[src/rtl/ilie_pkg.sv]
// shared types and field widths for the indexed list insert/erase core
package ilie_pkg;

    // fixed widths of the item fields
    localparam int unsigned OP_W   = 3;
    localparam int unsigned POS_W  = 5;
    localparam int unsigned WORD_W = 32;
    localparam int unsigned ST_W   = 2;
    localparam int unsigned CNT_W  = 5;

    // command codes carried by an input item
    typedef enum logic [OP_W-1:0] {
        OP_PUSH   = 3'd0,
        OP_POP    = 3'd1,
        OP_READ   = 3'd2,
        OP_INSERT = 3'd3,
        OP_ERASE  = 3'd4
    } t_opcode;

    // status codes of a result item
    typedef enum logic [ST_W-1:0] {
        ST_OK    = 2'd0,
        ST_RANGE = 2'd1,
        ST_FULL  = 2'd2
    } t_status;

    // shift command broadcast to every cell of the chain
    typedef struct packed {
        logic ins;  // open a gap at the position and load the new word
        logic era;  // close the gap at the position
    } t_cell_cmd;

endpackage

[src/rtl/indexed_list_insert_erase_core.sv]
// top level of the indexed list insert/erase core
//
// Ordered list of up to DEPTH words kept in a chain of cells, one word per
// cell. Each input item (opcode, position, word_in) is one command: push,
// pop, read, insert at index or erase at index. Insert and erase move every
// later word by one place in the same cycle, each cell loading from its
// left or right neighbor.
// Input channel: i_in_valid / o_in_ready. Output channel: o_out_valid /
// i_out_ready. Each accepted item yields exactly one result item (word_out,
// status, where, count) in the output register at the next clock edge.
// Throughput is 1 item per cycle while the receiver takes results, since
// the cell chain shifts in the same cycle that the item is accepted.
// When the receiver stalls, the result stays in the output register and
// o_in_ready drops until it is taken, so no further item is accepted.
// Reset (i_rst_n low, synchronous) empties the list and drops o_out_valid;
// stored words are not cleared, as only positions below the length are read.
module indexed_list_insert_erase_core #(
    parameter int unsigned DEPTH     = 16,
    parameter int unsigned WORD_BITS = 32
) (
    input  logic                         i_clk,
    input  logic                         i_rst_n,
    input  logic                         i_in_valid,
    output logic                         o_in_ready,
    input  logic [ilie_pkg::OP_W-1:0]    i_opcode,
    input  logic [ilie_pkg::POS_W-1:0]   i_position,
    input  logic [ilie_pkg::WORD_W-1:0]  i_word_in,
    output logic                         o_out_valid,
    input  logic                         i_out_ready,
    output logic [ilie_pkg::WORD_W-1:0]  o_word_out,
    output logic [ilie_pkg::ST_W-1:0]    o_status,
    output logic [ilie_pkg::POS_W-1:0]   o_where,
    output logic [ilie_pkg::CNT_W-1:0]   o_count
);

    localparam int unsigned FW   = $clog2(DEPTH + 1);
    localparam int unsigned PW   = ilie_pkg::POS_W;
    localparam int unsigned CW   = (FW > PW) ? FW : PW;
    localparam int unsigned AW   = $clog2(DEPTH);
    localparam int unsigned OW   = ilie_pkg::WORD_W;
    localparam int unsigned NW   = ilie_pkg::CNT_W;
    localparam logic [CW-1:0] FULL_CNT = CW'(DEPTH);

    // control and output registers
    logic [FW-1:0]        r_fill;
    logic [FW-1:0]        n_fill;
    logic                 r_out_valid;
    logic [OW-1:0]        r_word;
    logic [OW-1:0]        n_word;
    ilie_pkg::t_status    r_status;
    ilie_pkg::t_status    n_status;
    logic [PW-1:0]        r_where;
    logic [PW-1:0]        n_where;
    logic [NW-1:0]        r_count;

    logic                 w_accept;
    ilie_pkg::t_opcode    w_op;
    logic [CW-1:0]        w_fill;
    logic [CW-1:0]        w_pos;
    logic                 w_full;
    logic [CW-1:0]        w_cell_pos;
    logic [CW-1:0]        w_rd_addr;
    logic                 w_rd_use;
    logic [WORD_BITS-1:0] w_rd_word;
    logic [WORD_BITS-1:0] w_val;
    ilie_pkg::t_cell_cmd  w_cmd;
    logic                 w_do_ins;
    logic                 w_do_era;

    logic [WORD_BITS-1:0] w_slot  [DEPTH];
    logic [WORD_BITS-1:0] w_left  [DEPTH];
    logic [WORD_BITS-1:0] w_right [DEPTH];

    assign o_in_ready = !r_out_valid || i_out_ready;
    assign w_accept   = i_in_valid && o_in_ready;
    assign w_op       = ilie_pkg::t_opcode'(i_opcode);
    assign w_fill     = CW'(r_fill);
    assign w_pos      = CW'(i_position);
    assign w_full     = (w_fill == FULL_CNT);
    assign w_val      = WORD_BITS'(i_word_in);

    // decode the command against the current length
    always_comb begin
        n_fill     = r_fill;
        n_status   = ilie_pkg::ST_RANGE;
        n_where    = i_position;
        w_do_ins   = 1'b0;
        w_do_era   = 1'b0;
        w_cell_pos = w_pos;
        w_rd_addr  = w_pos;
        w_rd_use   = 1'b0;
        unique case (w_op)
            ilie_pkg::OP_PUSH: begin
                n_where    = PW'(w_fill);
                w_cell_pos = w_fill;
                if (w_full) begin
                    n_status = ilie_pkg::ST_FULL;
                end else begin
                    n_status = ilie_pkg::ST_OK;
                    w_do_ins = 1'b1;
                    n_fill   = r_fill + FW'(1);
                end
            end
            ilie_pkg::OP_POP: begin
                if (w_fill == '0) begin
                    n_where = '0;
                end else begin
                    n_status  = ilie_pkg::ST_OK;
                    w_rd_addr = w_fill - CW'(1);
                    w_rd_use  = 1'b1;
                    n_where   = PW'(w_rd_addr);
                    n_fill    = r_fill - FW'(1);
                end
            end
            ilie_pkg::OP_READ: begin
                if (w_pos < w_fill) begin
                    n_status = ilie_pkg::ST_OK;
                    w_rd_use = 1'b1;
                end
            end
            ilie_pkg::OP_INSERT: begin
                if (w_pos > w_fill) begin
                    n_status = ilie_pkg::ST_RANGE;
                end else if (w_full) begin
                    n_status = ilie_pkg::ST_FULL;
                end else begin
                    n_status = ilie_pkg::ST_OK;
                    w_do_ins = 1'b1;
                    n_fill   = r_fill + FW'(1);
                end
            end
            ilie_pkg::OP_ERASE: begin
                if (w_pos < w_fill) begin
                    n_status = ilie_pkg::ST_OK;
                    w_do_era = 1'b1;
                    n_fill   = r_fill - FW'(1);
                end
            end
            default: begin
                n_status = ilie_pkg::ST_RANGE;
            end
        endcase
    end

    // read column over the cells, one address
    assign w_rd_word = w_slot[AW'(w_rd_addr)];

    // returned word is zero unless a pop or read succeeded
    assign n_word = w_rd_use ? OW'(w_rd_word) : '0;

    // shift command goes out only with an accepted item
    assign w_cmd.ins = w_accept && w_do_ins;
    assign w_cmd.era = w_accept && w_do_era;

    // chain of cells with neighbor links
    for (genvar g = 0; g < DEPTH; g++) begin : g_cell
        if (g == 0) begin : g_first
            assign w_left[g] = '0;
        end else begin : g_mid_l
            assign w_left[g] = w_slot[g-1];
        end
        if (g == DEPTH - 1) begin : g_last
            assign w_right[g] = '0;
        end else begin : g_mid_r
            assign w_right[g] = w_slot[g+1];
        end
        ilie_cell #(
            .WORD_BITS (WORD_BITS),
            .CW        (CW),
            .IDX       (g)
        ) u_cell (
            .i_clk   (i_clk),
            .i_cmd   (w_cmd),
            .i_pos   (w_cell_pos),
            .i_fill  (w_fill),
            .i_val   (w_val),
            .i_left  (w_left[g]),
            .i_right (w_right[g]),
            .o_word  (w_slot[g])
        );
    end

    // length and output valid
    always_ff @(posedge i_clk) begin
        if (!i_rst_n) begin
            r_fill      <= '0;
            r_out_valid <= 1'b0;
        end else begin
            if (w_accept) begin
                r_fill      <= n_fill;
                r_out_valid <= 1'b1;
            end else if (i_out_ready) begin
                r_out_valid <= 1'b0;
            end
        end
    end

    // result payload
    always_ff @(posedge i_clk) begin
        if (w_accept) begin
            r_word   <= n_word;
            r_status <= n_status;
            r_where  <= n_where;
            r_count  <= NW'(n_fill);
        end
    end

    assign o_out_valid = r_out_valid;
    assign o_word_out  = r_word;
    assign o_status    = r_status;
    assign o_where     = r_where;
    assign o_count     = r_count;

    // length never exceeds the capacity
    a_fill_bound: assert property (@(posedge i_clk) disable iff (!i_rst_n)
        CW'(r_fill) <= FULL_CNT)
        else $error("list length above capacity");

    // a push or insert refused as full only happens at full length
    a_full_count: assert property (@(posedge i_clk) disable iff (!i_rst_n)
        (o_out_valid && r_status == ilie_pkg::ST_FULL) |-> (r_count == NW'(DEPTH)))
        else $error("full status with list not full");

    // word is zero unless the command succeeded
    a_word_zero: assert property (@(posedge i_clk) disable iff (!i_rst_n)
        (o_out_valid && r_status != ilie_pkg::ST_OK) |-> (r_word == '0))
        else $error("nonzero word on a failed command");

    // accepted push or insert grows the list by one
    a_ins_grow: assert property (@(posedge i_clk) disable iff (!i_rst_n)
        w_cmd.ins |=> (r_fill == $past(r_fill) + FW'(1)))
        else $error("insert did not grow the list");

    // accepted erase shrinks the list by one
    a_era_shrink: assert property (@(posedge i_clk) disable iff (!i_rst_n)
        w_cmd.era |=> (r_fill == $past(r_fill) - FW'(1)))
        else $error("erase did not shrink the list");

endmodule

[src/rtl/ilie_cell.sv]
// one storage cell of the list chain: holds the word at a fixed index
module ilie_cell #(
    parameter int unsigned WORD_BITS = 32,
    parameter int unsigned CW        = 5,
    parameter int unsigned IDX       = 0
) (
    input  logic                  i_clk,
    input  ilie_pkg::t_cell_cmd   i_cmd,
    input  logic [CW-1:0]         i_pos,
    input  logic [CW-1:0]         i_fill,
    input  logic [WORD_BITS-1:0]  i_val,
    input  logic [WORD_BITS-1:0]  i_left,
    input  logic [WORD_BITS-1:0]  i_right,
    output logic [WORD_BITS-1:0]  o_word
);

    localparam logic [CW-1:0] MY_IDX  = CW'(IDX);
    localparam logic [CW:0]   NXT_IDX = (CW + 1)'(IDX + 1);

    logic [WORD_BITS-1:0] r_word;
    logic [WORD_BITS-1:0] n_word;

    // pick the source for this cell from the broadcast command
    always_comb begin
        n_word = r_word;
        if (i_cmd.ins) begin
            if (MY_IDX == i_pos) begin
                n_word = i_val;
            end else if (MY_IDX > i_pos && MY_IDX <= i_fill) begin
                n_word = i_left;
            end
        end else if (i_cmd.era) begin
            if (MY_IDX >= i_pos && NXT_IDX < {1'b0, i_fill}) begin
                n_word = i_right;
            end
        end
    end

    // word register
    always_ff @(posedge i_clk) begin
        r_word <= n_word;
    end

    assign o_word = r_word;

endmodule

[config.mk]
export PLATFORM = sky130hd
export DESIGN_NAME = indexed_list_insert_erase_core
export DESIGN_NICKNAME = d
export VERILOG_FILES = /design/src/rtl/ilie_pkg.sv /design/src/rtl/indexed_list_insert_erase_core.sv /design/src/rtl/ilie_cell.sv
export SDC_FILE = /design/constraint.sdc
export NUM_CORES = 2
export LEC_CHECK = 0
export BUFFER_PORTS_ARGS = -buffer_cell sky130_fd_sc_hd__buf_4
export CAP_MARGIN = 20
export CELL_PAD_IN_SITES_DETAIL_PLACEMENT = 1
export CELL_PAD_IN_SITES_GLOBAL_PLACEMENT = 2
export CORE_MARGIN = 2
export CORE_UTILIZATION = 45
export DETAILED_ROUTE_END_ITERATION = 8
export PLACE_DENSITY_LB_ADDON = 0.1
export SLEW_MARGIN = 10
export SYNTH_ARGS = -nofsm -noshare
export SYNTH_HDL_FRONTEND = slang
export SYNTH_SLANG_ARGS = --single-unit
export TNS_END_PERCENT = 50
[constraint.sdc]
create_clock -name i_clk -period 14.35 [get_ports i_clk]
set_clock_uncertainty 0.15 [all_clocks]
set_input_delay 0.7175 -clock i_clk [delete_from_list [all_inputs] [get_ports i_clk]]
set_output_delay 0.7175 -clock i_clk [all_outputs]
set_load 0.05 [all_outputs]
==> impl_metrics.py <==
metrics = {
    "status": {
        "outcome": "finished clean",
    },
    "power_and_ir_drop": {
        "power_uw": 3840,
        "p_per_area_nw_per_um2": 106,
        "switchingPower_uw": 996,
        "seqPwrFrac_pct": 47.4,
        "clock_power_share_pct": 42.6,
        "p_int_uw": 2850,
        "combPwrFrac_pct": 10.0,
        "p_leak_uw": 0.0151,
        "peakVddDrop_mv": 0.0972,
        "p_sw_share_pct": 25.9,
    },
    "route": {
        "ant_nets": 0,
        "wl_microns": 118000,
        "wl_per_cell_microns": 27.7,
        "vias_per_cell": 6.27,
        "vias": 26710,
        "firstDrtPassIters": 5,
        "drc_errors": 0,
        "drt_iter0_markers": 2437,
    },
    "cells_and_area": {
        "multi_input_area_sq_um": 14900,
        "fill_cells": 7869,
        "seqCellArea_sq_um": 16800,
        "drive_above_1_share_pct": 8.83,
        "nets": 3313,
        "areaGrowthSynthToFinish_pct": 10.5,
    },
    "synthesis": {
        "synth_cell_types": 64,
        "ys_seq_area_share_pct": 51.5,
        "yosys.area.top_type": "edfxtp_1",
        "synth_seq_cells": 562,
        "synthesis.nets": 3394,
        "synth_edf_count": 556,
        "yosys_warnings": 0,
        "postSynthAreaPerCell_sq_um": 9.78,
        "synthArstFlopShare_pct": 0,
        "yosys-top-cells-area": "edfxtp_1, mux2i_1, nand2_1, o21ai_0, clkbuf_1",
        "synth-main-ff-cell": "edfxtp_1",
        "synth_top_area_share_pct": 51.1,
        "synth.cell_area_sq_um": 32700,
        "syn_inst": 3339,
    },
    "timing": {
        "drv_slew": 0,
        "setup_viol": 0,
        "timing.setup.tns_ps": 0,
        "hold_slack_ps": 234,
        "hold_viol": 0,
        "timing.final.crit_share_pct": 46.9,
        "rsz0062_at_grt": "false",
        "relSlewSlack_pct": 12.6,
        "max_freq_mhz": 148,
        "fin_crit_ps": 6740,
        "worstMarginPinSlew_ps": 1310,
    },
    "worst_setup_path": {
        "path_depth": 11,
        "endpoint_kind": "flop",
        "crit_path_end": "g_cell[6].u_cell.o_word[15]$_DFFE_PP_",
        "crit_slowest_cell": "buf_4",
        "cp.required_ps": 14490,
        "cp_top_family": "buffers and inverters",
        "setup.worst_path.start": "r_fill[2]$_SDFFE_PN0P_",
        "ff2ff_setup_slack_ps": 7610,
        "reg2reg_to": "g_cell[6].u_cell.o_word[15]$_DFFE_PP_",
        "critPathKind": "reg -> reg",
        "cp_num_buf_inv": 4,
        "crit_fanout": 310,
        "path_cells": "inv_1 > ha_1 > and3_1 > and3_1 > nor2_1 > a21oi_2 > nand3_4 > buf_12 > buf_4 > buf_4 > o21ai_0",
        "r2r_cells": 11,
        "cpPeakStageDelay_ps": 910,
        "cp-start-kind": "flop",
        "worstReg2RegStart": "r_fill[2]$_SDFFE_PN0P_",
        "crit_arrival_ps": 6880,
    },
    "die": {
        "rows": 98,
        "core_area_sq_um": 71700,
        "start_util_pct": 45.5,
        "chipWidth_microns": 273,
        "die_h_microns": 273,
        "ios": 90,
        "fp.dieArea_sq_um": 74800,
    },
    "clock_tree": {
        "clock_latency_ps": 620,
        "cts_max_path_buffers": 3,
        "cts_tree": "done",
        "cts_hold_buf": 0,
        "clk_pin_slew_ps": 60,
        "cts_resized": 0,
        "cts_root_buffer": "clkbuf_16",
        "postCtsSetupRepairBufs": 0,
        "cts_buffers": 67,
        "cts.sinks": 562,
        "htree_levels": 3,
    },
    "global_route": {
        "grt_use_total_pct": 31.1,
        "grt_first_pass_wirelength_microns": 176000,
        "grt_max_degree": 311,
        "antenna_found_initial": 4,
        "grt_pass1_vias": 27205,
        "grt_overflow_total": 0,
    },
    "place": {
        "hpwl_microns": 63100,
        "place.port_buffers": 89,
        "place_congestion": 0.864,
    },
    "hold_path": {
        "holdCritPathClass": "in -> reg",
    },
    "job": {
        "cap_violations": 0,
    },
}
[state kept, by name, summed over array words and instances, names as in the netlist]
| name | count |
|---|---|
| r_fill | 5 |
| o_status | 2 |
| o_where | 5 |
| o_word_out | 32 |
| g_cell.u_cell.o_word | 512 |
| o_count | 5 |
| o_out_valid | 1 |
[layout make-up]
cell class                 count  share of cell area [%]
sequential                   562                    46.6
timing repair buffer         147                    3.24
inverter                      10                   0.104
antenna                        1                 0.00693
clock inverter                29                   0.544
tap                          950                    3.29
multi-input combinational   2470                    41.2
clock buffer                  88                    5.04
[per-stage QoR]
stage          instances  instance area [sq um]  util [%]  setup WS [ps]
2_1_floorplan       3339                  32700         -           7730
3_3_place_gp        4137                  34000      47.4           8140
3_5_place_dp        4138                  34100      47.5           7810
4_1_cts             4255                  36100      50.3           7820
5_1_grt             4256                  36100      50.3           7160
6_report            4257                  36100      50.3           7610
[metal layers]
layer  part of all wire (%)  global-route usage [%]  up-vias
li1                       -                       -    11961
met1                     44                    42.0    13682
met2                     48                    52.0      832
met3                    5.0                    3.87      231
met4                    3.2                    10.2        4
met5                  0.022                       0        -
[worst min-delay path by stage]
| stage | start | end | slack [ps] | cells past startpoint |
|---|---|---|---|---|
| after floorplan | g_cell[15].u_cell.o_word[0]$_SDFFCE_PP0P_ | g_cell[14].u_cell.o_word[0]$_DFFE_PP_ | 370 | 2 |
| after global placement | o_out_valid$_SDFFE_PN0P_ | o_out_valid$_SDFFE_PN0P_ | 370 | 2 |
| after detailed placement | g_cell[15].u_cell.o_word[2]$_SDFFCE_PP0P_ | g_cell[14].u_cell.o_word[2]$_DFFE_PP_ | 390 | 2 |
| after CTS | i_in_valid | o_out_valid$_SDFFE_PN0P_ | 220 | 3 |
| after global routing | i_in_valid | o_out_valid$_SDFFE_PN0P_ | 260 | 3 |
| final | i_in_valid | o_out_valid$_SDFFE_PN0P_ | 230 | 3 |
[cell usage after synthesis, types with 9 or more instances]
library cell  count
nand4_1          65
o21ai_1          39
clkbuf_1        209
nor2_1           30
a22o_1           33
nand2_1         967
nor3_1           13
ha_1             11
nand3_1         140
buf_2            62
a21oi_1          57
buf_4            13
inv_1             9
edfxtp_1        556
a32oi_1          65
o21ai_0         430
buf_1            10
mux2i_1         521
[logic make-up (layout without fill, tap and decap cells)]
| family | after synthesis | after routing | share of synthesized area, % |
|---|---|---|---|
| flip-flops | 562 | 562 | 51.5 |
| adder cells (fa/ha/maj) | 11 | 11 | 0.421 |
| buffers and inverters | 307 | 274 | 4.02 |
| other | 0 | 1 | 0 |
| AO/OA/AOI/OAI | 677 | 677 | 12.0 |
| AND/OR/NAND/NOR | 1254 | 1254 | 16.0 |
| multiplexers | 524 | 524 | 16.1 |
| XOR/XNOR | 4 | 4 | 0.107 |
[power by group through the flow]
stage          Combinational [uW]  Sequential [uW]  Clock [uW]
6_report                      383             1820        1640
3_3_place_gp                  368             1860           0
3_5_place_dp                  377             1860           0
2_1_floorplan                 214             1880           0
4_1_cts                       378             1820        1660
5_1_grt                       406             1820        1720
[placed cells by master, fill, tap and decap left out, types with 18 or more instances in the layout]
cell       count
a22o_1        33
a21oi_1       53
clkbuf_1      18
nand4_1       65
nand2_1      964
o21ai_1       39
buf_4        143
o21ai_0      430
a32oi_1       65
mux2i_1      517
nor2_1        27
clkbuf_16     70
edfxtp_1     556
nand3_1      133
[worst reg2reg max path, stage by stage, from the launching register on]
cell     delay, ps
dfxtp_1        880
inv_1          300
ha_1           350
and3_1         190
and3_1         230
nor2_1         210
a21oi_2        180
nand3_4        690
buf_12         850
buf_4         1030
buf_4          980
o21ai_0        410
(Power assumes the default switching activity.)
